<file path="config.mk">
export PLATFORM = sky130hd
export DESIGN_NAME = bbd_window
export DESIGN_NICKNAME = d
export VERILOG_FILES = /design/src/rtl/bbd_pkg.sv /design/src/rtl/bbd_window.sv
export SDC_FILE = /design/constraint.sdc
export NUM_CORES = 1
export LEC_CHECK = 0
export BUFFER_PORTS_ARGS = -buffer_cell sky130_fd_sc_hd__buf_2
export CAP_MARGIN = 20
export CORE_UTILIZATION = 53
export CTS_CLUSTER_DIAMETER = 100
export CTS_CLUSTER_SIZE = 10
export DETAILED_ROUTE_END_ITERATION = 12
export PLACE_DENSITY = 0.93
export SETUP_SLACK_MARGIN = 0.2
export SYNTH_ARGS = -nofsm -noshare
export SYNTH_HDL_FRONTEND = slang
export SYNTH_SLANG_ARGS = --single-unit
</file>
<file path="constraint.sdc">
create_clock -name clk -period 3.15 [get_ports clk]
set_input_delay 0.315 -clock clk [delete_from_list [all_inputs] [get_ports clk]]
set_output_delay 0.315 -clock clk [all_outputs]
set_load 0.01 [all_outputs]
</file>
<file path="src/rtl/bbd_pkg.sv">
`timescale 1ns / 1ps
`default_nettype none
// ----------------------------------------------------------------------------
// Binary border dilation package
// Field widths, register indexes, reset values and the per-item control word
// shared by the position controller and the window datapath.
// ----------------------------------------------------------------------------
package bbd_pkg;

  // Widths of the configuration registers and position counters.
  localparam int COL_W     = 11;
  localparam int ROW_W     = 13;
  localparam int RAD_W     = 3;
  localparam int POS_W     = ROW_W + COL_W;
  localparam int CFG_W     = 13;
  localparam int CFG_IDX_W = 2;
  localparam int TDATA_W   = 8;

  // Largest frame height that a register write can select.
  localparam int MAX_HEIGHT = 4096;

  // Register indexes on the configuration port.
  localparam logic [CFG_IDX_W-1:0] REG_FRAME_WIDTH  = 2'd0;
  localparam logic [CFG_IDX_W-1:0] REG_FRAME_HEIGHT = 2'd1;
  localparam logic [CFG_IDX_W-1:0] REG_RADIUS       = 2'd2;

  // Register values after reset.
  localparam logic [COL_W-1:0] RST_FRAME_WIDTH  = 11'd1024;
  localparam logic [ROW_W-1:0] RST_FRAME_HEIGHT = 13'd1024;
  localparam logic [RAD_W-1:0] RST_RADIUS       = 3'd1;

  // Decisions made for one item when it is accepted.
  typedef struct packed {
    logic capture;  // the item lies inside the frame and updates the line store
    logic pixel;    // black input pixel, zero for drain items
    logic emit;     // the item releases one output pixel
    logic border;   // that output pixel lies in the forced border
    logic last;     // that output pixel is the last one of the frame
  } bbd_item_t;

endpackage : bbd_pkg
`default_nettype wire

</file>
<file path="src/rtl/bbd_window.sv">
`timescale 1ns / 1ps
`default_nettype none
// ----------------------------------------------------------------------------
// Window datapath
// Updates the column history of the captured pixel, shifts the per-column
// "any black" bits through the window, forms the dilated pixel and holds it
// in the output register.
// ----------------------------------------------------------------------------
module bbd_window import bbd_pkg::*; #(
  parameter int MAX_WIDTH  = 1024,
  parameter int MAX_RADIUS = 4
) (
  input  logic                         clk,
  input  logic                         rst_n,
  input  logic                         in_acc,
  input  bbd_item_t                    item,
  input  logic [$clog2(MAX_WIDTH)-1:0] addr,
  input  logic [RAD_W-1:0]             radius,
  input  logic [2*MAX_RADIUS-1:0]      rd_data,
  output logic                         free,
  output logic                         wr_en,
  output logic [$clog2(MAX_WIDTH)-1:0] wr_addr,
  output logic [2*MAX_RADIUS-1:0]      wr_data,
  output logic                         out_valid,
  input  logic                         out_ready,
  output logic                         out_black,
  output logic                         out_last
);

  localparam int AW    = $clog2(MAX_WIDTH);
  localparam int HB    = 2 * MAX_RADIUS;
  localparam int WIN_W = HB + 1;

  logic            s1_valid_r;
  bbd_item_t       s1_item_r;
  logic [AW-1:0]   s1_addr_r;
  logic            byp_r;
  logic [HB-1:0]   byp_data_r;
  logic [WIN_W-1:0] win_r, win_nxt;
  logic            out_valid_r;
  logic            out_black_r;
  logic            out_last_r;

  logic             s1_adv;
  logic [HB-1:0]    hist_old;
  logic [WIN_W-1:0] hist_full;
  logic [WIN_W-1:0] mask;
  logic             col_any;
  logic [WIN_W-1:0] win_shift;
  logic             black;

  always_comb begin
    for (int i = 0; i < WIN_W; i++) begin
      mask[i] = (i <= 2 * int'(radius));
    end

    s1_adv = s1_valid_r && (!s1_item_r.emit || !out_valid_r || out_ready);

    // The history word just written for the same column is newer than the
    // one the memory returned.
    hist_old  = byp_r ? byp_data_r : rd_data;
    hist_full = {hist_old, s1_item_r.pixel};
    col_any   = |(hist_full & mask);
    win_shift = s1_item_r.capture ? {win_r[WIN_W-2:0], col_any} : win_r;
    black     = s1_item_r.border || (|(win_shift & mask));

    win_nxt = win_r;
    if (s1_adv) begin
      win_nxt = (s1_item_r.emit && s1_item_r.last) ? '0 : win_shift;
    end
  end

  assign wr_en   = s1_adv && s1_item_r.capture;
  assign wr_addr = s1_addr_r;
  assign wr_data = hist_full[HB-1:0];

  always_ff @(posedge clk) begin
    if (!rst_n) begin
      s1_valid_r  <= 1'b0;
      byp_r       <= 1'b0;
      win_r       <= '0;
      out_valid_r <= 1'b0;
    end else begin
      if (in_acc) begin
        s1_valid_r <= 1'b1;
        byp_r      <= wr_en && (s1_addr_r == addr);
      end else if (s1_adv) begin
        s1_valid_r <= 1'b0;
      end
      win_r <= win_nxt;
      if (s1_adv && s1_item_r.emit) begin
        out_valid_r <= 1'b1;
      end else if (out_ready) begin
        out_valid_r <= 1'b0;
      end
    end
  end

  always_ff @(posedge clk) begin
    if (in_acc) begin
      s1_item_r  <= item;
      s1_addr_r  <= addr;
      byp_data_r <= wr_data;
    end
    if (s1_adv && s1_item_r.emit) begin
      out_black_r <= black;
      out_last_r  <= s1_item_r.last;
    end
  end

  assign free      = !s1_valid_r || s1_adv;
  assign out_valid = out_valid_r;
  assign out_black = out_black_r;
  assign out_last  = out_last_r;

  a_result_registered : assert property (@(posedge clk) disable iff (!rst_n)
    s1_adv && s1_item_r.emit |=> out_valid_r)
    else $error("result of an advancing item was not registered");

  a_stall_blocks_input : assert property (@(posedge clk) disable iff (!rst_n)
    s1_valid_r && s1_item_r.emit && out_valid_r && !out_ready |-> !free)
    else $error("stage taken while its result could not be stored");

  a_window_clears : assert property (@(posedge clk) disable iff (!rst_n)
    s1_adv && s1_item_r.emit && s1_item_r.last |=> win_r == '0)
    else $error("window not cleared after the last pixel of a frame");

endmodule : bbd_window
`default_nettype wire

</file>
# Word-level counts from Yosys, hierarchy flattened
# Index checks and enable logic that the tools add are counted.
# W data, S select, Z words.
[totals] inputBits=30 reg_bits=37 word_cells=48 out_inout_bits=23
[op_classes] n_reduce_logical=16 n_mux=7 order_cmp=9 eq_ne=1 n_bitwise=2
[ops] op="$and A9 B9 Y9" count=2
[ops] op="$mux W9" count=2
[ops] op="$reduce_or A9 Y1" count=2
[ops] op="$le A3 B4 Y1 const A" count=4
[ops] op="$eq A10 B10 Y1" count=1
[ops] op="$le A1 B4 Y1 const A" count=2
[ops] op="$le A2 B4 Y1 const A" count=2
[ops] op="$mux W8" count=1
[ops] op="$logic_and A1 B1 Y1" count=5
[ops] op="$le A4 B4 Y1 const A" count=1
[ops] op="$logic_or A1 B1 Y1" count=4
[ops] op="$mux W1" count=4
[ops] op="$reduce_bool A2 Y1" count=2
[ops] op="$logic_not A1 Y1" count=3

# Logic depth before layout (Yosys ltp)
[logic_depth] word_depth=7 depth_mapped=6 mapped_depth_nobuf=5

# Worst setup path after synthesis
# Ideal clock, no wire load.
[synth_timing] path_type="reg2reg" start="register byp_r" end="register out_black_r (netlist: out_black), data pin" setup_ps=271 n_path_buf=0 arrival_ps=1242 synth_period_minus_slack_ps=1514 path_stages_with_launch=6 setup_slack_ps=1636 path_cell_list="dfxtp_1 > mux2_4 > a21oi_1 > o221ai_1 > a31oi_1 > o21ai_1"
[synth_via] elab_chain_cells=7
[synth_lines] item="from (decl)" line_no="bbd_window.sv:37" text="logic byp_r;"
[synth_lines] item="from (signal assigned)" line_no="bbd_window.sv:86" text="byp_r <= wr_en && (s1_addr_r == addr);"
[synth_lines] item="$mux W8" line_no="bbd_window.sv:61" text="hist_old = byp_r ? byp_data_r : rd_data;"
[synth_lines] item="named net wr_data[3]" line_no="bbd_window.sv:23" text="output logic [2*MAX_RADIUS-1:0] wr_data,"
[synth_lines] item="$and A9 B9 Y9" line_no="bbd_window.sv:63" text="col_any = |(hist_full & mask);"
[synth_lines] item="$reduce_or A9 Y1" line_no="bbd_window.sv:63"
[synth_lines] item="$mux W9" line_no="bbd_window.sv:64" text="win_shift = s1_item_r.capture ? {win_r[WIN_W-2:0], col_any} : win_r;"
[synth_lines] item="$and A9 B9 Y9" line_no="bbd_window.sv:65" text="black = s1_item_r.border || (|(win_shift & mask));"
[synth_lines] item="$reduce_or A9 Y1" line_no="bbd_window.sv:65"
[synth_lines] item="$logic_or A1 B1 Y1" line_no="bbd_window.sv:65"
[synth_lines] item="named net black" line_no="bbd_window.sv:50" text="logic black;"
[synth_lines] item="to (signal assigned)" line_no="bbd_window.sv:106" text="out_black_r <= black;"
[synth_lines] item="to (decl)" line_no="bbd_window.sv:41" text="logic out_black_r;"
# The timed path passes the listed nets, and every way through them passes these cells.
# A chain may end at the register's enable or synchronous reset.

# Final worst setup path
[layout_timing] start="register byp_r" end="output port wr_data[4]"
[layout_via] elab_chain_cells=1
[layout_lines] item="$mux W8" line_no="bbd_window.sv:61"
[layout_lines] item="to (decl)" line_no="bbd_window.sv:23"
# No other way between the ends.

==> flow_summary_export.csv <==
group,metric,value,unit
cts,cts_resized,0,
cells_and_area,seq_area,991.0,sq um
sta,finalCritPeriodShare,61.64,%
detailed_routing,vias,1185,
cts,root_buffer,"clkbuf_4",
setup_path,r2r_end,"out_black$_DFFE_PP_",
logic_synthesis,synth-seq-cells,37,
pwr,vdd_ir_drop_max,339.1,uV
hold_path,hp-class,"input port to register",
cells_and_area,final_cells,210,
pwr,p_int,0.7633,mW
setup_path,cp.required,2830,ps
sta,slew_headroom,62.72,%
detailed_routing,drt_iter0_drc,42,
run,max_cap_viol_count,0,
floorplanning,die_y,57.08,um
detailed_routing,vias_per_cell,5.643,
detailed_routing,final_antenna_net_count,0,
sta,period_needed,1942,ps
logic_synthesis,syn_area,0.001608,sq mm
logic_synthesis,yosys_most_used_dff,"edfxtp_1",
grt,grt_max_degree,26,
cells_and_area,syn_to_final_growth,21.40,%
grt,grt_pass1_wl,5395,um
placed_design,gp_congestion,0.8054,
floorplanning,dieArea,0.003258,sq mm
sta,maxSlewViolCount,0,
setup_path,ff2ff_setup_slack,1240,ps
placed_design,dp_cells,202,
setup_path,critPathCaptureType,"output port",
cts,cts-buffers-inserted,5,
placed_design,dp_hpwl,2375,um
detailed_routing,routed_wl,3257,um
cts,cts_hold_buffers,0,
cells_and_area,n_fill_cell,211,
cells_and_area,final_layout_size_suffix_gt1_share,38.55,%
sta,setup_violations,0,
floorplanning,core,0.002805,sq mm
sta,tightestPinTransition,558.4,ps
setup_path,r2r_start,"byp_r$_SDFFE_PN0P_",
logic_synthesis,seq_area_frac_synth,61.63,%
cells_and_area,antenna-diode-count,0,
logic_synthesis,synth_nets,153,
run_status,violations,"design-rule violations",
setup_path,cp.arrival,1630,ps
logic_synthesis,synth_cell_types,35,
grt,grt_pass1_vias,1225,
run_status,outcome,"finished with violations",
setup_path,ff2ff_path_depth,5,
sta,fin_worst_skew,18.35,ps
setup_path,endpoint,"wr_data[4]",
grt,track_usage,22.23,%
cts,cts_tree,"built",
cts,htreeDepth,2,
detailed_routing,drt_first_pass_iters,8,
logic_synthesis,yosysTopAreaCell,"edfxtp_1",
cts,numClockSinks,37,
pwr,p_sw_share,23.02,%
floorplanning,initial_core_util,57.31,%
pwr,power_frac_comb,10.2,%
logic_synthesis,synth_top_area_share,46.69,%
detailed_routing,drc,6,
logic_synthesis,ys_warn_count,0,
cells_and_area,final_nets,208,
logic_synthesis,synth.top_cells.by_area,"edfxtp_1, dfxtp_1, a22o_1",
grt,grt_overflow,0,
grt,antenna_found_initial,0,
logic_synthesis,synth_edf_count,25,
cts,clk_pin_slew,120,ps
pwr,pwr-share-clk,32.3,%
setup_path,path_max_fanout,14,
sta,fin_setup_tns,0,ps
setup_path,crit_start,"byp_r$_SDFFE_PN0P_",
sta,fmax,515.0,MHz
sta,rsz0062_at_grt,"false",
sta,finalHoldViolCount,0,
cells_and_area,multiInputGateArea,574.3,sq um
floorplanning,ioPinCount,53,
floorplanning,rows,19,
setup_path,crit_type,"register to output port",
detailed_routing,wl_per_cell,15.51,um
floorplanning,dieWidth,57.08,um
cts,clk_path_buf_depth,2,
setup_path,startpoint_type,"register",
pwr,seqPwrFrac,57.5,%
logic_synthesis,synth.avg_cell_area,13.07,sq um
pwr,p_leak,0.7646,nW
logic_synthesis,syn_inst,123,
cts,clk_latency,350,ps
placed_design,port-buffer-count,52,
logic_synthesis,async_reset_ff_share,0,%
pwr,p_sw,0.2283,mW
pwr,p_per_area,508.0,mW/mm^2
cts,cts_setup_buffers,0,
-- routing by layer --
layer  GRT usage [%]  wire length (um)  share of wire [%]
met1           25.42              1333                 41
met2           38.32              1631                 50
met3           7.256               227                7.0
met4           9.408                65                2.0
met5               0                 0                  0
-- per-stage QoR --
step	hold WS (ps)	power, mW	setup WS [ps]	instance area [sq um]	utilization [%]
3_5_place_dp	454.1	0.6827	1290	1876	66.86
2_1_floorplan	413.9	0.6269	1636	1608	-
3_3_place_gp	452.7	0.6770	1368	1876	66.86
4_1_cts	126.3	0.9960	1187	1952	69.58
5_1_grt	117.1	1.028	1027	1952	69.58
6_report	133.5	0.9916	1208	1952	69.58
-- power by group through the flow --
stage | combinational [mW] | sequential, mW | clock [mW]
after floorplan | 0.0461 | 0.581 | 0
after global placement | 0.0977 | 0.579 | 0
after detailed placement | 0.102 | 0.581 | 0
after CTS | 0.102 | 0.570 | 0.323
after global routing | 0.111 | 0.574 | 0.342
final | 0.101 | 0.570 | 0.320
-- logic make-up (layout without fill, tap and decap cells) --
family	after synthesis	count (layout)	synth area share, %
AND/OR/NAND/NOR	27	27	10.19
multiplexers	7	7	5.136
flip-flops	37	37	61.63
AO/OA/AOI/OAI	35	35	14.94
buffers and inverters	7	63	2.645
XOR/XNOR	10	10	5.448
-- placed cells by master (no fill, tap or decap), drive strengths merged, types with 2 or more instances in the layout --
cell type	netlist	routed
xor2	3	3
nand4	2	2
nand2	4	4
a21boi	2	2
nand3	3	3
buf	4	52
and3	2	2
a22o	8	8
dfxtp	12	12
a21oi	8	8
clkbuf	0	6
a31oi	2	2
nor4b	2	2
o21ai	9	9
edfxtp	25	25
nor2	7	7
xnor2	7	7
mux2	7	7
inv	3	3
nor2b	3	3
-- how the worst min path moves through the flow --
stage,from,cells after the start,slack (ps),endpoint
after floorplan,item[0],0,410,s1_item_r[0]$_DFFE_PP_
after global placement,win_r[8]$_SDFFE_PN0P_,1,450,win_r[8]$_SDFFE_PN0P_
after detailed placement,win_r[8]$_SDFFE_PN0P_,1,450,win_r[8]$_SDFFE_PN0P_
after CTS,item[3],1,130,wr_data[0]$_DFFE_PP_
after global routing,item[3],1,120,wr_data[0]$_DFFE_PP_
final,item[3],1,130,wr_data[0]$_DFFE_PP_
-- worst max-delay path, cell delays in order (launching register included) --
cell,delay [ps]
dfxtp_1,690
mux2_2,430
buf_2,150
-- cell usage after synthesis, types with 2 or more instances --
cell and n:
nand2_1 4, edfxtp_1 25, nand3_1 3, nor2_1 7, dfxtp_1 12, inv_1 3, o21ai_0 5, a21oi_1 8
xnor2_1 7, o21ai_1 4, nand4_1 2, xor2_1 3, and3_1 2, a31oi_1 2, buf_4 2, nor2b_1 2
a21boi_0 2, mux2_2 6, a22o_1 8
-- state kept, by name, summed over array words and instances (netlist names) --
signal	cells
byp_r	1
out_valid	1
s1_valid_r	1
wr_addr	10
wr_data	1
out_last	1
byp_data_r	8
out_black	1
s1_item_r	4
win_r	9
-- layout make-up --
type,count,area share (%)
repair buffers,52,13.33
multi-input cells,79,29.42
flip-flops and latches,37,50.77
clock buffers,6,2.115
inverters,3,0.5769
clock inverters,2,1.795
well taps,31,1.987
Note: power is estimated with default switching activity, not from simulation.
