<file path="config.mk">
export PLATFORM = sky130hd
export DESIGN_NAME = bbd_ctrl
export DESIGN_NICKNAME = d
export VERILOG_FILES = /design/src/rtl/bbd_pkg.sv /design/src/rtl/bbd_ctrl.sv
export SDC_FILE = /design/constraint.sdc
export NUM_CORES = 1
export LEC_CHECK = 0
export BUFFER_PORTS_ARGS = -buffer_cell sky130_fd_sc_hd__buf_2
export CAP_MARGIN = 10
export CORE_MARGIN = 4
export CORE_UTILIZATION = 55
export DETAILED_ROUTE_END_ITERATION = 10
export GPL_TIMING_DRIVEN = 0
export HOLD_SLACK_MARGIN = 0.02
export MAX_ROUTING_LAYER = met4
export PLACE_DENSITY = 0.83
export SLEW_MARGIN = 20
export SYNTH_ARGS = -nofsm -noshare
export SYNTH_HDL_FRONTEND = slang
export SYNTH_SLANG_ARGS = --single-unit
</file>
<file path="constraint.sdc">
create_clock -name clk -period 11.5 [get_ports clk]
set_input_delay 3.45 -clock clk [delete_from_list [all_inputs] [get_ports clk]]
set_output_delay 3.45 -clock clk [all_outputs]
set_load 0.02 [all_outputs]
</file>
<file path="src/rtl/bbd_pkg.sv">
`timescale 1ns / 1ps
`default_nettype none
// ----------------------------------------------------------------------------
// Binary border dilation package
// Field widths, register indexes, reset values and the per-item control word
// shared by the position controller and the window datapath.
// ----------------------------------------------------------------------------
package bbd_pkg;

  // Widths of the configuration registers and position counters.
  localparam int COL_W     = 11;
  localparam int ROW_W     = 13;
  localparam int RAD_W     = 3;
  localparam int POS_W     = ROW_W + COL_W;
  localparam int CFG_W     = 13;
  localparam int CFG_IDX_W = 2;
  localparam int TDATA_W   = 8;

  // Largest frame height that a register write can select.
  localparam int MAX_HEIGHT = 4096;

  // Register indexes on the configuration port.
  localparam logic [CFG_IDX_W-1:0] REG_FRAME_WIDTH  = 2'd0;
  localparam logic [CFG_IDX_W-1:0] REG_FRAME_HEIGHT = 2'd1;
  localparam logic [CFG_IDX_W-1:0] REG_RADIUS       = 2'd2;

  // Register values after reset.
  localparam logic [COL_W-1:0] RST_FRAME_WIDTH  = 11'd1024;
  localparam logic [ROW_W-1:0] RST_FRAME_HEIGHT = 13'd1024;
  localparam logic [RAD_W-1:0] RST_RADIUS       = 3'd1;

  // Decisions made for one item when it is accepted.
  typedef struct packed {
    logic capture;  // the item lies inside the frame and updates the line store
    logic pixel;    // black input pixel, zero for drain items
    logic emit;     // the item releases one output pixel
    logic border;   // that output pixel lies in the forced border
    logic last;     // that output pixel is the last one of the frame
  } bbd_item_t;

endpackage : bbd_pkg
`default_nettype wire

</file>
<file path="src/rtl/bbd_ctrl.sv">
`timescale 1ns / 1ps
`default_nettype none
// ----------------------------------------------------------------------------
// Position controller
// Holds the configuration, the input and output raster positions and the
// output lag, and decides for each accepted item whether it is captured,
// whether it releases an output pixel, and whether that pixel is forced
// black or ends the frame.
// ----------------------------------------------------------------------------
module bbd_ctrl import bbd_pkg::*; #(
  parameter int MAX_WIDTH  = 1024,
  parameter int MAX_RADIUS = 4
) (
  input  logic                         clk,
  input  logic                         rst_n,
  input  logic                         cfg_we,
  input  logic [CFG_IDX_W-1:0]         cfg_index,
  input  logic [CFG_W-1:0]             cfg_data,
  input  logic                         in_acc,
  input  logic                         in_pixel,
  input  logic                         in_flush,
  output bbd_item_t                    item,
  output logic [$clog2(MAX_WIDTH)-1:0] rd_addr,
  output logic [RAD_W-1:0]             radius,
  output logic                         busy
);

  localparam int AW = $clog2(MAX_WIDTH);
  localparam logic [1:0] SETTLE_CYC = 2'd2;

  function automatic logic [COL_W-1:0] clamp_width(input logic [COL_W-1:0] v);
    logic [COL_W-1:0] res;
    res = v;
    if (v == '0) begin
      res = COL_W'(1);
    end else if (int'(v) > MAX_WIDTH) begin
      res = COL_W'(MAX_WIDTH);
    end
    return res;
  endfunction

  function automatic logic [ROW_W-1:0] clamp_height(input logic [ROW_W-1:0] v);
    logic [ROW_W-1:0] res;
    res = v;
    if (v == '0) begin
      res = ROW_W'(1);
    end else if (int'(v) > MAX_HEIGHT) begin
      res = ROW_W'(MAX_HEIGHT);
    end
    return res;
  endfunction

  function automatic logic [RAD_W-1:0] clamp_radius(input logic [RAD_W-1:0] v);
    logic [RAD_W-1:0] res;
    res = v;
    if (int'(v) > MAX_RADIUS) begin
      res = RAD_W'(MAX_RADIUS);
    end
    return res;
  endfunction

  logic [COL_W-1:0] w_r;
  logic [ROW_W-1:0] h_r;
  logic [RAD_W-1:0] r_r;
  logic [1:0]       settle_r;

  logic [COL_W-1:0] in_col_r, in_col_nxt;
  logic [ROW_W-1:0] in_row_r, in_row_nxt;
  logic [COL_W-1:0] out_col_r, out_col_nxt;
  logic [ROW_W-1:0] out_row_r, out_row_nxt;
  logic [POS_W-1:0] base_r, base_nxt;
  logic [POS_W-1:0] prod_r;
  logic [POS_W-1:0] lag_r;

  logic [POS_W-1:0] pos;
  logic [COL_W:0]   in_col_inc;
  logic [COL_W:0]   out_col_inc;
  bbd_item_t        item_c;

  // Configuration. Values are clamped to the supported range as they are
  // written; a write starts a short reload of the row base and the lag.
  always_ff @(posedge clk) begin
    if (!rst_n) begin
      w_r      <= clamp_width(RST_FRAME_WIDTH);
      h_r      <= clamp_height(RST_FRAME_HEIGHT);
      r_r      <= clamp_radius(RST_RADIUS);
      settle_r <= SETTLE_CYC;
    end else if (cfg_we) begin
      unique case (cfg_index)
        REG_FRAME_WIDTH:  w_r <= clamp_width(cfg_data[COL_W-1:0]);
        REG_FRAME_HEIGHT: h_r <= clamp_height(cfg_data[ROW_W-1:0]);
        REG_RADIUS:       r_r <= clamp_radius(cfg_data[RAD_W-1:0]);
        default: ;
      endcase
      settle_r <= SETTLE_CYC;
    end else if (settle_r != '0) begin
      settle_r <= settle_r - 1'b1;
    end
  end

  // Row base (in_row * width) and lag (radius * width + radius), each
  // behind its own register.
  always_ff @(posedge clk) begin
    prod_r <= {{COL_W{1'b0}}, in_row_r} * {{ROW_W{1'b0}}, w_r};
    lag_r  <= {{(POS_W-RAD_W){1'b0}}, r_r} * {{ROW_W{1'b0}}, w_r}
              + {{(POS_W-RAD_W){1'b0}}, r_r};
  end

  always_comb begin
    pos         = base_r + {{ROW_W{1'b0}}, in_col_r};
    in_col_inc  = {1'b0, in_col_r} + (COL_W+1)'(1);
    out_col_inc = {1'b0, out_col_r} + (COL_W+1)'(1);

    item_c.capture = (in_row_r < h_r) && (in_col_r < w_r);
    item_c.pixel   = in_flush ? 1'b0 : in_pixel;
    item_c.emit    = (pos >= lag_r);
    item_c.border  = (out_col_r < {{(COL_W-RAD_W){1'b0}}, r_r})
                  || ({1'b0, out_col_r} + {{(COL_W+1-RAD_W){1'b0}}, r_r} >= {1'b0, w_r})
                  || (out_row_r < {{(ROW_W-RAD_W){1'b0}}, r_r})
                  || ({1'b0, out_row_r} + {{(ROW_W+1-RAD_W){1'b0}}, r_r} >= {1'b0, h_r});
    item_c.last    = ({1'b0, out_row_r} + (ROW_W+1)'(1) >= {1'b0, h_r})
                  && (out_col_inc >= {1'b0, w_r});

    in_col_nxt  = in_col_r;
    in_row_nxt  = in_row_r;
    base_nxt    = base_r;
    out_col_nxt = out_col_r;
    out_row_nxt = out_row_r;

    if (in_col_inc >= {1'b0, w_r}) begin
      in_col_nxt = '0;
      in_row_nxt = in_row_r + 1'b1;
      base_nxt   = base_r + {{ROW_W{1'b0}}, w_r};
    end else begin
      in_col_nxt = in_col_inc[COL_W-1:0];
    end

    if (item_c.emit) begin
      if (item_c.last) begin
        in_col_nxt  = '0;
        in_row_nxt  = '0;
        base_nxt    = '0;
        out_col_nxt = '0;
        out_row_nxt = '0;
      end else if (out_col_inc >= {1'b0, w_r}) begin
        out_col_nxt = '0;
        out_row_nxt = out_row_r + 1'b1;
      end else begin
        out_col_nxt = out_col_inc[COL_W-1:0];
      end
    end
  end

  always_ff @(posedge clk) begin
    if (!rst_n) begin
      in_col_r  <= '0;
      in_row_r  <= '0;
      out_col_r <= '0;
      out_row_r <= '0;
      base_r    <= '0;
    end else if (in_acc) begin
      in_col_r  <= in_col_nxt;
      in_row_r  <= in_row_nxt;
      out_col_r <= out_col_nxt;
      out_row_r <= out_row_nxt;
      base_r    <= base_nxt;
    end else if (settle_r != '0) begin
      // A new width changes where the current row starts.
      base_r <= prod_r;
    end
  end

  assign item    = item_c;
  assign rd_addr = AW'(in_col_r);
  assign radius  = r_r;
  assign busy    = (settle_r != '0);

  a_no_item_while_settling : assert property (@(posedge clk) disable iff (!rst_n)
    in_acc |-> settle_r == '0)
    else $error("item accepted while the row base was reloading");

  a_frame_end_clears : assert property (@(posedge clk) disable iff (!rst_n)
    in_acc && item_c.emit && item_c.last |=>
      in_col_r == '0 && in_row_r == '0 && out_col_r == '0 && out_row_r == '0
      && base_r == '0)
    else $error("positions not cleared after the last pixel of a frame");

  a_out_pos_holds : assert property (@(posedge clk) disable iff (!rst_n)
    in_acc && !item_c.emit |=>
      out_col_r == $past(out_col_r) && out_row_r == $past(out_row_r))
    else $error("output position moved on an item without a result");

endmodule : bbd_ctrl
`default_nettype wire

</file>
Yosys cells after proc, flatten, opt, wreduce, memory -nomap -nowiden
Index checks and enable logic that the tools add are counted.
Widths: inputs -> output; s select.
{ "word_totals": {"inputBits": 21, "elab_cells": 78, "register_bits": 140, "output_inout_bits": 19} }
{ "classes": {"multipliers": 2, "mux": 21, "n_bitwise": 1, "n_reduce_logical": 17, "eq_ne": 2, "addsub": 11, "magnitude_cmp": 13} }
{ "ops": {"columns": ["operator", "n"], "rows": [
  ["$mux 24", 5],
  ["$mux 13", 7],
  ["$mux 11", 7],
  ["$add 24x11->24", 2],
  ["$ge 12x11->1", 3],
  ["$ge 14x13->1", 2],
  ["$add 13x1->13 const B", 2],
  ["$add 11x1->12 const B", 2],
  ["$ge 24x15->1", 1],
  ["$mul 13x11->24", 1],
  ["$add 14x3->15", 1],
  ["$add 13x1->14 const B", 1],
  ["$add 13x3->14", 1],
  ["$mul 3x11->14", 1],
  ["$gt 13x13->1 const B", 1],
  ["$logic_not 13->1", 1],
  ["$lt 13x13->1", 1],
  ["$lt 13x3->1", 1],
  ["$add 11x3->12", 1],
  ["$gt 11x11->1 const B", 1],
  ["$logic_not 11->1", 1],
  ["$lt 11x11->1", 1],
  ["$lt 11x3->1", 1],
  ["$reduce_and 2->1", 4],
  ["other kinds (13)", 18]
]} }

Longest topological paths before layout
Gate-level depths: netlist of the first run.
{ "logic_depth": {"depth_word": 6, "mapped_depth": 23} }

Worst setup path before layout of the first run
OpenSTA, ideal clock, no wires.
{ "synth_path": {"kind": "input -> output", "from": "in in_pixel", "to": "out item[3] in the netlist's numbering", "n_path_buf": 0, "setup_slack_ns": 4.273, "required_ns": 8.050, "stages": 1, "arrival_ns": 3.777, "path_cell_list": "nor2b_1"} }
{ "synth_between": {"elab_chain_cells": 1} }
{ "synth_rtl": {"columns": ["item", "line_no", "text"], "rows": [
  ["from (decl)", "bbd_ctrl.sv:20", "input logic in_pixel,"],
  ["$mux 1", "bbd_ctrl.sv:115", "item_c.pixel = in_flush ? 1'b0 : in_pixel;"],
  ["to (decl)", "bbd_ctrl.sv:22", "output bbd_item_t item,"]
]} }
No other way between the ends.

==> summary.txt, run 1 <==
F_max -> 119.5 MHz
Critical Path RT -> 8.05 ns
Worst r2r dst -> prod_r[23]
Setup CP Type -> flip-flop to output port
Starting density of the core -> 0.5579
1st-iter DRT viols -> 1249
Cts bufs inserted -> 17
Leakage -> 7.895 nW
Clk root buf -> clkbuf_16
Die area -> 0.03101 mm2
# IOs -> 40
R2r setup slk -> 4.51 ns
Combinational share of power -> 0.168
Peak VDD IR -> 108.8 uV
Total global routing overflow -> 0
Layout cell share with drive strength beyond 1 -> 0.05891
Routed via count -> 13800
Setup TNS -> 0 ns
Power per cell area -> 76.68 mW/mm2
Hpwl dp -> 34550 um
Number of flops mapped to enable cells by yosys -> 0
Arrival time worst endpoint -> 4.92 ns
# rows -> 61
Post-DRT Antenna Nets -> 0
Setup slack after layout -> 3.134 ns
Die height -> 176.1 um
Setup crit start -> in_col_r[8]
Die width -> 176.1 um
DR WL/cell -> 19.09 um
Internal power -> 0.0008831 W
Critical R2R Launch -> w_r[5]
Hold Vio Cnt, Final -> 0
Setup bufs post-CTS -> 0
RSZ-0062 raised after global routing -> false
Vias in the first global route -> 13350
Post-Route WL -> 44170 um
Nets -> 2279
Clock Pin Slew Worst Setup and Hold Paths -> 0.07 ns
Layout area overhead -> 8.026%
Core area -> 0.02786 mm2
Pin count of the biggest net entering global routing -> 17
Netlist cell types -> 76
Final Skew -> 0.01631 ns
CTS sink cnt -> 140
Startpoint type of the worst setup path -> flip-flop
Port Buffer Count -> 39
H-tree lvl count -> 4
P_sw -> 0.0004043 W
Tot GR Track Use -> 0.2920
Status -> completed
Worst-Margin Slew -> 0.8708 ns
YS warnings -> 0
Initial antenna violation count -> 0
CTS tree -> yes
Reg power frac -> 0.399
CTS Buffer Depth -> 2
Crit-path max FO -> 9
Reg2Reg Depth -> 21
Wire length of the first global-routing pass -> 70650 um
Nature of the critical path endpoint -> output port
Mapped Cells -> 1864
Post-CTS Hold Buffers -> 0
Max-Cap Viols -> 0
Placer congestion estimate -> 0.9399
Vias/cell -> 5.962
# DRC -> 0
Post-synth ARST share -> 0
HP Class -> flip-flop to flip-flop
Worst slew margin -> 0.4156
Drt pass-1 iters -> 6
Clock network power share -> 0.433
Post-CTS sizing -> 0
Synth Register Bits -> 140
Sequential area share after synthesis -> 0.1803
CP Capture Point -> item[2]
Pre-CTS setup slack -> 3.620 ns
Synthesized Nets -> 2221
Netlist Area Pre-Place -> 0.01554 mm2
Skew-Pair Late Insertion Delay -> 0.44 ns
Sw frac -> 0.3141
Count of pins over their slew limit -> 0
Most used DFF post-synth -> dfxtp_1
Syn avg cell area -> 8.338 um2
Fin crit share -> 0.7274
Tmin final -> 8.366 ns
Number of endpoints failing setup at the final stage -> 0
-- worst max-delay path: stages, from the launching register on --
cell	delay [ns]
dfxtp_1	0.58
ha_1	0.30
and4_1	0.26
nand3_1	0.08
o21ai_0	0.46
o21a_1	0.32
xnor2_1	0.15
ha_1	0.28
a21oi_1	0.15
o21ai_0	0.13
a211oi_1	0.30
nor3_1	0.12
or4_1	0.61
clkbuf_1	0.20
or2_2	0.35
buf_2	0.17
-- worst min path at each step --
stage            start       to  slack (ns)  cells past startpoint
2_1_floorplan  h_r[10]  h_r[10]        0.45                      2
3_3_place_gp   h_r[11]  h_r[11]        0.47                      2
3_5_place_dp   h_r[10]  h_r[10]        0.49                      2
4_1_cts        h_r[10]  h_r[10]        0.50                      2
5_1_grt         h_r[4]   h_r[4]        0.53                      2
6_report       h_r[10]  h_r[10]        0.50                      2
-- stage by stage --
step | cells | hold WS (ns) | utilization | instance area, um2 | total power, W
5_1_grt | 2313 | 0.5331 | 0.6026 | 16790 | 0.001329
2_1_floorplan | 1864 | 0.4545 | - | 15540 | 0.0006613
4_1_cts | 2313 | 0.5046 | 0.6026 | 16790 | 0.001283
3_3_place_gp | 2281 | 0.4727 | 0.5819 | 16210 | 0.0007243
6_report | 2314 | 0.5017 | 0.6027 | 16790 | 0.001287
3_5_place_dp | 2281 | 0.4891 | 0.5819 | 16210 | 0.0007327
-- cells in the mapped netlist (4+ instances only) --
cell / count / area share
nand3_1: 66 / 0.021
or2_2: 4 / 0.0016
o211a_1: 10 / 0.0064
buf_1: 6 / 0.0014
a32o_1: 7 / 0.0045
nor4_1: 7 / 0.0028
o211ai_1: 16 / 0.0077
xor2_1: 37 / 0.021
nor3b_1: 5 / 0.0024
xnor2_1: 83 / 0.047
a21oi_1: 84 / 0.027
o2bb2ai_1: 4 / 0.0023
nand2_1: 179 / 0.043
ha_1: 223 / 0.18
nor2_1: 132 / 0.032
nand3b_1: 7 / 0.0034
o21a_1: 17 / 0.0082
o22ai_1: 22 / 0.0089
nand2b_1: 14 / 0.0056
nand4_1: 13 / 0.0052
buf_4: 12 / 0.0058
fa_1: 113 / 0.15
buf_2: 7 / 0.0023
inv_1: 228 / 0.055
o21ai_0: 62 / 0.020
nor3_1: 29 / 0.0093
and3_1: 11 / 0.0044
o21bai_1: 11 / 0.0053
o21ai_1: 5 / 0.0016
or3_1: 11 / 0.0044
a21o_1: 30 / 0.014
o2111ai_1: 4 / 0.0023
a31oi_1: 9 / 0.0036
and4_1: 7 / 0.0039
a211oi_1: 12 / 0.0058
nor2b_1: 16 / 0.0064
and2_1: 69 / 0.028
dfxtp_1: 140 / 0.18
a22oi_1: 13 / 0.0063
clkbuf_1: 60 / 0.014
mux2i_1: 22 / 0.014
or4_1: 5 / 0.0024
-- registers in the layout, summed over array words and instances, names as in the netlist --
register   flops
settle_r       2
h_r           13
out_row_r     13
out_col_r     11
radius         3
prod_r        24
in_row_r      13
base_r        24
in_col_r      11
w_r           11
lag_r         15
-- power by group through the flow --
stage | clock network, W | logic (W) | registers (W)
2_1_floorplan | 0 | 0.000144 | 0.000517
3_3_place_gp | 0 | 0.000201 | 0.000523
3_5_place_dp | 0 | 0.000208 | 0.000524
4_1_cts | 0.000558 | 0.000212 | 0.000513
5_1_grt | 0.000580 | 0.000234 | 0.000515
6_report | 0.000558 | 0.000216 | 0.000514
-- per-layer routing --
layer | GRT usage | up-vias | part of all wire
li1 | - | 6424 | -
met1 | 0.3737 | 6598 | 0.41
met2 | 0.4656 | 646 | 0.47
met3 | 0.05525 | 127 | 0.088
met4 | 0.1033 | 0 | 0.035
met5 | - | - | 0
-- cells by family after synthesis --
| kind of cell | count (synthesis) | synth area share |
|---|---|---|
| adder cells (fa/ha/maj) | 336 | 0.3251 |
| AND/OR/NAND/NOR | 582 | 0.1800 |
| XOR/XNOR | 120 | 0.06762 |
| multiplexers | 23 | 0.01489 |
| buffers and inverters | 316 | 0.08074 |
| AO/OA/AOI/OAI | 347 | 0.1513 |
| flip-flops | 140 | 0.1803 |
-- layout make-up --
cell class / count / area [um2]
well taps: 378 / 473.0
diodes: 1 / 2.502
clock buffers: 17 / 425.4
inverters: 229 / 859.6
multi-input cells: 1408 / 11480
fillers: 2367 / 11070
repair buffers: 39 / 195.2
plain buffers: 87 / 395.4
clock inverters: 15 / 151.4
flip-flops and latches: 140 / 2803
-- layout by cell type (no fill, tap or decap), drive strengths merged, types with 69 or more instances in the layout --
master  count
a21oi      84
and2       70
clkbuf     77
dfxtp     140
fa        113
ha        223
inv       237
nand2     180
nor2      133
o21ai      69
xnor2      83
Power figures use the tool's default switching activity.
==> run 2: changes to the inputs <==
--- a/config.mk
+++ b/config.mk
@@ -13,7 +13,7 @@
 export GPL_TIMING_DRIVEN = 0
 export HOLD_SLACK_MARGIN = 0.02
 export MAX_ROUTING_LAYER = met4
-export PLACE_DENSITY = 0.83
+export PLACE_DENSITY = 0.85
 export SLEW_MARGIN = 20
 export SYNTH_ARGS = -nofsm -noshare
 export SYNTH_HDL_FRONTEND = slang
==> constraint.sdc (replaced) <==
create_clock -name clk -period 7.27 [get_ports clk]
set_input_delay 2.181 -clock clk [delete_from_list [all_inputs] [get_ports clk]]
set_output_delay 2.181 -clock clk [all_outputs]
set_load 0.02 [all_outputs]
==> summary.txt, run 2 (same netlist as run 1, synthesis figures left out) <==
Status -> completed
Core area -> 0.02786 mm2 (unchanged)
Layout area overhead -> 8.147%
Clk root buf -> clkbuf_16
# fillers -> 2331 (-1.5%)
Tot GR Track Use -> 0.2887 (-0.003228)
Nature of the critical path endpoint -> output port
Final Skew -> 0.02044 ns (+0.004134 ns)
Crit-path max FO -> 9 (unchanged)
RSZ-0062 raised after global routing -> false
Pre-CTS setup slack -> 0.6119 ns (-3.008 ns)
Routed via count -> 13910 (+0.85%)
Worst-Margin Slew -> 0.8839 ns (+0.01310 ns)
Nets -> 2279 (unchanged)
Die area -> 0.03101 mm2 (unchanged)
Slowest stage delay, CP -> 0.64 ns (+0.03 ns)
Cts bufs inserted -> 17 (unchanged)
Die height -> 176.1 um (unchanged)
Multi-input logic area -> 0.01149 mm2 (about the same)
Post-DRT Antenna Nets -> 0 (unchanged)
Worst path slowest cell -> or4_1
Worst path top cell family by delay -> simple AND/OR/NAND/NOR gates
Clock Pin Slew Worst Setup and Hold Paths -> 0.08 ns (about the same)
Tmin final -> 7.052 ns
CTS tree -> yes
Vias in the first global route -> 13470 (+0.88%)
Pin count of the biggest net entering global routing -> 17 (unchanged)
Arrival time worst endpoint -> 4.87 ns (-0.05 ns)
Crit path buffers/inverters -> 2 (unchanged)
# IOs -> 40 (unchanged)
Commonest cells after routing, fill and taps aside -> inv_1, ha_1, nand2_1, dfxtp_1, nor2_1
Setup bufs post-CTS -> 0 (unchanged)
Hpwl dp -> 34230 um (-0.92%)
# rows -> 61 (unchanged)
Die width -> 176.1 um (unchanged)
Post-Route WL -> 43870 um (-0.70%)
Top Registers -> base_r (24), prod_r (24), lag_r (15)
Drt pass-1 iters -> 6 (unchanged)
Startpoint type of the worst setup path -> flip-flop
Vias/cell -> 6.015 (+0.89%)
Number of endpoints failing setup at the final stage -> 0 (unchanged)
CTS sink cnt -> 140 (unchanged)
DR WL/cell -> 18.96 um (-0.65%)
Critical Path RT -> 5.09 ns (-2.96 ns)
Setup TNS -> 0 ns (unchanged)
Skew-Pair Late Insertion Delay -> 0.45 ns (about the same)
HP Class -> flip-flop to flip-flop
Cells along the critical path -> ha_1 > a21oi_1 > o21ai_0 > or3_1 > o21a_1 > xnor2_1 > ha_1 > a21oi_1 > o21ai_0 > a211oi_1 > nor3_1 > or4_1 > clkbuf_1 > or2_2 > buf_2
Fin crit share -> 0.9700
# DRC -> 0 (unchanged)
Count of pins over their slew limit -> 0 (unchanged)
Peak VDD IR -> 169.2 uV (+55%)
Wire length of the first global-routing pass -> 69880 um (-1.1%)
Max-Cap Viols -> 0 (unchanged)
Commonest non-fill, non-tap cell in the layout -> inv_1
Layout cell share with drive strength beyond 1 -> 0.05943 (+0.0005168)
H-tree lvl count -> 4 (unchanged)
Sequential cell area -> 0.002803 mm2 (unchanged)
1st-iter DRT viols -> 1496 (+20%)
Setup slack after layout -> 0.2184 ns (-2.916 ns)
Hold Vio Cnt, Final -> 0 (unchanged)
Initial antenna violation count -> 0 (unchanged)
Cells after DPL -> 2281 (unchanged)
Total global routing overflow -> 0 (unchanged)
CTS Buffer Depth -> 2 (unchanged)
Power per cell area -> 122.0 mW/mm2 (+59%)
F_max -> 141.8 MHz
Post-CTS sizing -> 0 (unchanged)
Port Buffer Count -> 39 (unchanged)
Leakage -> 7.899 nW (about the same)
Setup CP Type -> flip-flop to output port
Post-CTS Hold Buffers -> 0 (unchanged)
Placer congestion estimate -> 0.9609 (+2.2%)
Non-Filler Instances -> 2313 (-0.043%)
Worst slew margin -> 0.4082 (-0.007434)
Starting density of the core -> 0.5579 (unchanged)
N_diodes -> 0 (-1)
## run 2: power breakdown
group | internal, W | leakage [nW] | switching [W]
registers | 0.000784 | 1.13 | 0.0000286
logic | 0.000129 | 6.48 | 0.000212
clock network | 0.000490 | 0.284 | 0.000408
total | 0.00140 | 7.90 | 0.000648
## run 2: path summary, 6_finish.rpt
path | startpoint | to | slack [ns] | cells after the start
worst max-delay path | in_col_r[8] | item[2] | 0.22 | 15
worst min-delay path | h_r[10] | h_r[10] | 0.50 | 2
worst max register to register | w_r[5] | prod_r[23] | 0.36 | 21
worst min register to register | h_r[10] | h_r[10] | 0.50 | 2
## run 2: worst min-delay path, delay by kind of cell, from the launching register on
| kind | cells | cell delay [ns] |
|---|---|---|
| flip-flops | 1 | 0.34 |
| AO/OA/AOI/OAI | 1 | 0.08 |
| AND/OR/NAND/NOR | 1 | 0.05 |
## run 2: layer usage
| layer | vias to the layer above | wire (um) | global-route usage |
|---|---|---|---|
| met3 | 128 | 3807 | 0.04261 |
| met5 | - | 0 | - |
| li1 | 6407 | - | - |
| met1 | 6678 | 17840 | 0.3748 |
| met4 | 0 | 1986 | 0.1244 |
| met2 | 699 | 20230 | 0.4526 |
## run 2: area by class of cell
| cell class | count | area share |
|---|---|---|
| Buffer | 87 | 0.02352 |
| Clock buffer | 17 | 0.02531 |
| Clock inverter | 15 | 0.01005 |
| Inverter | 229 | 0.05114 |
| Multi-Input combinational cell | 1408 | 0.6835 |
| Sequential cell | 140 | 0.1667 |
| Tap cell | 378 | 0.02814 |
| Timing Repair Buffer | 39 | 0.01161 |
## run 2: per-stage QoR
stage | utilization | total power [W] | area [um2] | hold slack [ns]
after detailed placement | 0.5819 | 0.001154 | 16210 | 0.4758
final | 0.6034 | 0.002051 | 16810 | 0.5040
after global routing | 0.6034 | 0.002115 | 16810 | 0.5344
after CTS | 0.6032 | 0.002042 | 16800 | 0.4941
after global placement | 0.5819 | 0.001143 | 16210 | 0.4670
after floorplan | - | 0.001046 | 15540 | 0.4545
==> run 3: changes to the inputs <==
--- a/config.mk
+++ b/config.mk
@@ -8,12 +8,12 @@
 export BUFFER_PORTS_ARGS = -buffer_cell sky130_fd_sc_hd__buf_2
 export CAP_MARGIN = 10
 export CORE_MARGIN = 4
-export CORE_UTILIZATION = 55
+export CORE_UTILIZATION = 30
 export DETAILED_ROUTE_END_ITERATION = 10
 export GPL_TIMING_DRIVEN = 0
 export HOLD_SLACK_MARGIN = 0.02
 export MAX_ROUTING_LAYER = met4
-export PLACE_DENSITY = 0.85
+export PLACE_DENSITY = 0.57
 export SLEW_MARGIN = 20
 export SYNTH_ARGS = -nofsm -noshare
 export SYNTH_HDL_FRONTEND = slang
==> summary.txt, run 3 (same netlist as run 1, synthesis figures left out) <==
Tot GR Track Use -> 0.1689 (-0.1198)
Setup bufs post-CTS -> 0 (unchanged)
Vias/cell -> 5.102 (-15%)
Arrival time worst endpoint -> 4.85 ns (-0.02 ns)
H-tree lvl count -> 4 (unchanged)
Fin crit share -> 0.9674 (-0.002569)
Tmin final -> 7.033 ns (-0.01868 ns)
Setup TNS -> 0 ns (unchanged)
Pin count of the biggest net entering global routing -> 17 (unchanged)
# fillers -> 5419 (+130%)
Internal power -> 0.001431 W (+2.0%)
Hold Crit Start -> prod_r[7]
Top Registers -> base_r (24), prod_r (24), lag_r (15)
# DRC -> 0 (unchanged)
Drt pass-1 iters -> 5 (-1)
Post-Route WL -> 45960 um (+4.8%)
Clock Pin Slew Worst Setup and Hold Paths -> 0.07 ns (about the same)
Cts bufs inserted -> 17 (unchanged)
Nature of the critical path endpoint -> output port
Cells after DPL -> 2583 (+13%)
Nets -> 2279 (unchanged)
Post-DRT Antenna Nets -> 0 (unchanged)
Power per cell area -> 120.7 mW/mm2 (-1.1%)
Port Buffer Count -> 39 (unchanged)
Critical R2R Launch -> w_r[5]
Final Skew -> 0.01491 ns (-0.005536 ns)
Clk root buf -> clkbuf_16
Vias in the first global route -> 13220 (-1.8%)
CTS Buffer Depth -> 2 (unchanged)
Sequential cell area -> 0.002805 mm2 (about the same)
Starting density of the core -> 0.3030 (-0.2550)
Die height -> 235.6 um (+34%)
Count of pins over their slew limit -> 0 (unchanged)
Initial antenna violation count -> 3 (+3)
Leakage -> 7.902 nW (about the same)
Reg power frac -> 0.392 (-0.004)
Post-CTS Hold Buffers -> 0 (unchanged)
P_sw -> 0.0006457 W (-0.35%)
Commonest cells after routing, fill and taps aside -> inv_1, ha_1, nand2_1, dfxtp_1, nor2_1
Clock network power share -> 0.443 (+0.005)
Multi-input logic area -> 0.01150 mm2 (about the same)
Reg2Reg Depth -> 21 (unchanged)
HP Class -> flip-flop to flip-flop
Startpoint type of the worst setup path -> flip-flop
Hold Vio Cnt, Final -> 0 (unchanged)
Peak VDD IR -> 180.4 uV (+6.6%)
Min-Delay Endpoint -> base_r[7]
# rows -> 83 (+36%)
RSZ-0062 raised after global routing -> false
Routed via count -> 13360 (-4.0%)
Max-Cap Viols -> 0 (unchanged)
Worst-Margin Slew -> 0.9271 ns (+0.04322 ns)
CTS sink cnt -> 140 (unchanged)
CTS tree -> yes
Core area -> 0.05130 mm2 (+84%)
Skew-Pair Late Insertion Delay -> 0.46 ns (about the same)
# IOs -> 40 (unchanged)
Setup CP Type -> flip-flop to output port
Sw frac -> 0.3109 (-0.005035)
Critical Path RT -> 5.09 ns (about the same)
Status -> completed
Wire length of the first global-routing pass -> 73350 um (+5.0%)
Placer congestion estimate -> 0.8951 (-6.8%)
Combinational share of power -> 0.165 (about the same)
DR WL/cell -> 17.55 um (-7.4%)
Layout area overhead -> 10.75%
1st-iter DRT viols -> 905 (-40%)
Total global routing overflow -> 0 (unchanged)
Crit-path max FO -> 9 (unchanged)
Die area -> 0.05551 mm2 (+79%)
Hpwl dp -> 37070 um (+8.3%)
Hold path depth -> 2 (unchanged)
Commonest non-fill, non-tap cell in the layout -> inv_1
R2r setup slk -> 0.38 ns (+0.02 ns)
Die width -> 235.6 um (+34%)
Worst slew margin -> 0.3792 (-0.02894)
F_max -> 142.2 MHz (+0.27%)
Worst r2r dst -> prod_r[23]
Layout cell share with drive strength beyond 1 -> 0.06150 (+0.002067)
Number of endpoints failing setup at the final stage -> 0 (unchanged)
Non-Filler Instances -> 2618 (+13%)
==> run 3: what timing repair did <==
action                                  CTS  global route
endpoints found under the setup margin    1             2
pin swaps                                 1             1
gates resized for setup                   4             3
==> run 3: metal layers <==
layer  vias to the layer above  share of wire  wire [um]  GRT usage
met1                      6514           0.47      21390     0.2281
met5                         -              0          0          -
li1                       6417              -          -          -
met4                         0          0.027       1225    0.04752
met2                       360           0.45      20870     0.2645
met3                        66          0.054       2474    0.02554
==> run 3: area by class of cell <==
type                       count  area share
buffer                        87     0.02297
timing repair buffer          39     0.01134
antenna                        3   0.0004361
inverter                     229     0.04994
tap                          680     0.04943
clock inverter                15     0.01018
sequential                   140      0.1630
clock buffer                  17     0.02471
multi-input combinational   1408      0.6680
==> run 3: worst max-delay path: stages, from the launching register on <==
cell      delay [ns]
dfxtp_1         0.58
ha_1            0.38
a21oi_1         0.15
o21ai_0         0.15
or3_1           0.37
o21a_1          0.26
xnor2_1         0.16
ha_1            0.31
a21oi_1         0.15
o21ai_0         0.19
a211oi_2        0.25
nor3_1          0.14
or4_4           0.57
clkbuf_1        0.19
or2_2           0.35
buf_2           0.17
==> run 3: how the worst max path moves through the flow <==
stage	cells after the start	startpoint	endpoint	slack, ns
floorplan	17	in_col_r[0]	item[2]	1.53
global placement	15	in_col_r[8]	item[2]	0.36
detailed placement	18	in_col_r[0]	item[2]	0.35
CTS	18	in_col_r[0]	item[2]	0.08
global route	18	in_col_r[0]	item[2]	0.02
finish	15	in_col_r[8]	item[2]	0.24
==> run 3: through the flow <==
step                hold slack (ns)    util  instance area [um2]  setup WS, ns  power [W]
finish                       0.4968  0.3355                17210        0.2371   0.002077
CTS                          0.4931  0.3353                17200       0.07726   0.002087
global placement             0.4692  0.3234                16590        0.3555   0.001159
detailed placement           0.4775  0.3234                16590        0.3477   0.001166
global route                 0.5184  0.3355                17210       0.02301   0.002161
floorplan                    0.4545       -                15540         1.528   0.001046
==> run 3: power groups by stage <==
stage | clock network (W) | registers [W] | logic, W
after floorplan | 0 | 0.000818 | 0.000228
after global placement | 0 | 0.000830 | 0.000330
after detailed placement | 0 | 0.000830 | 0.000336
after CTS | 0.000932 | 0.000813 | 0.000342
after global routing | 0.000966 | 0.000816 | 0.000379
final | 0.000921 | 0.000813 | 0.000343
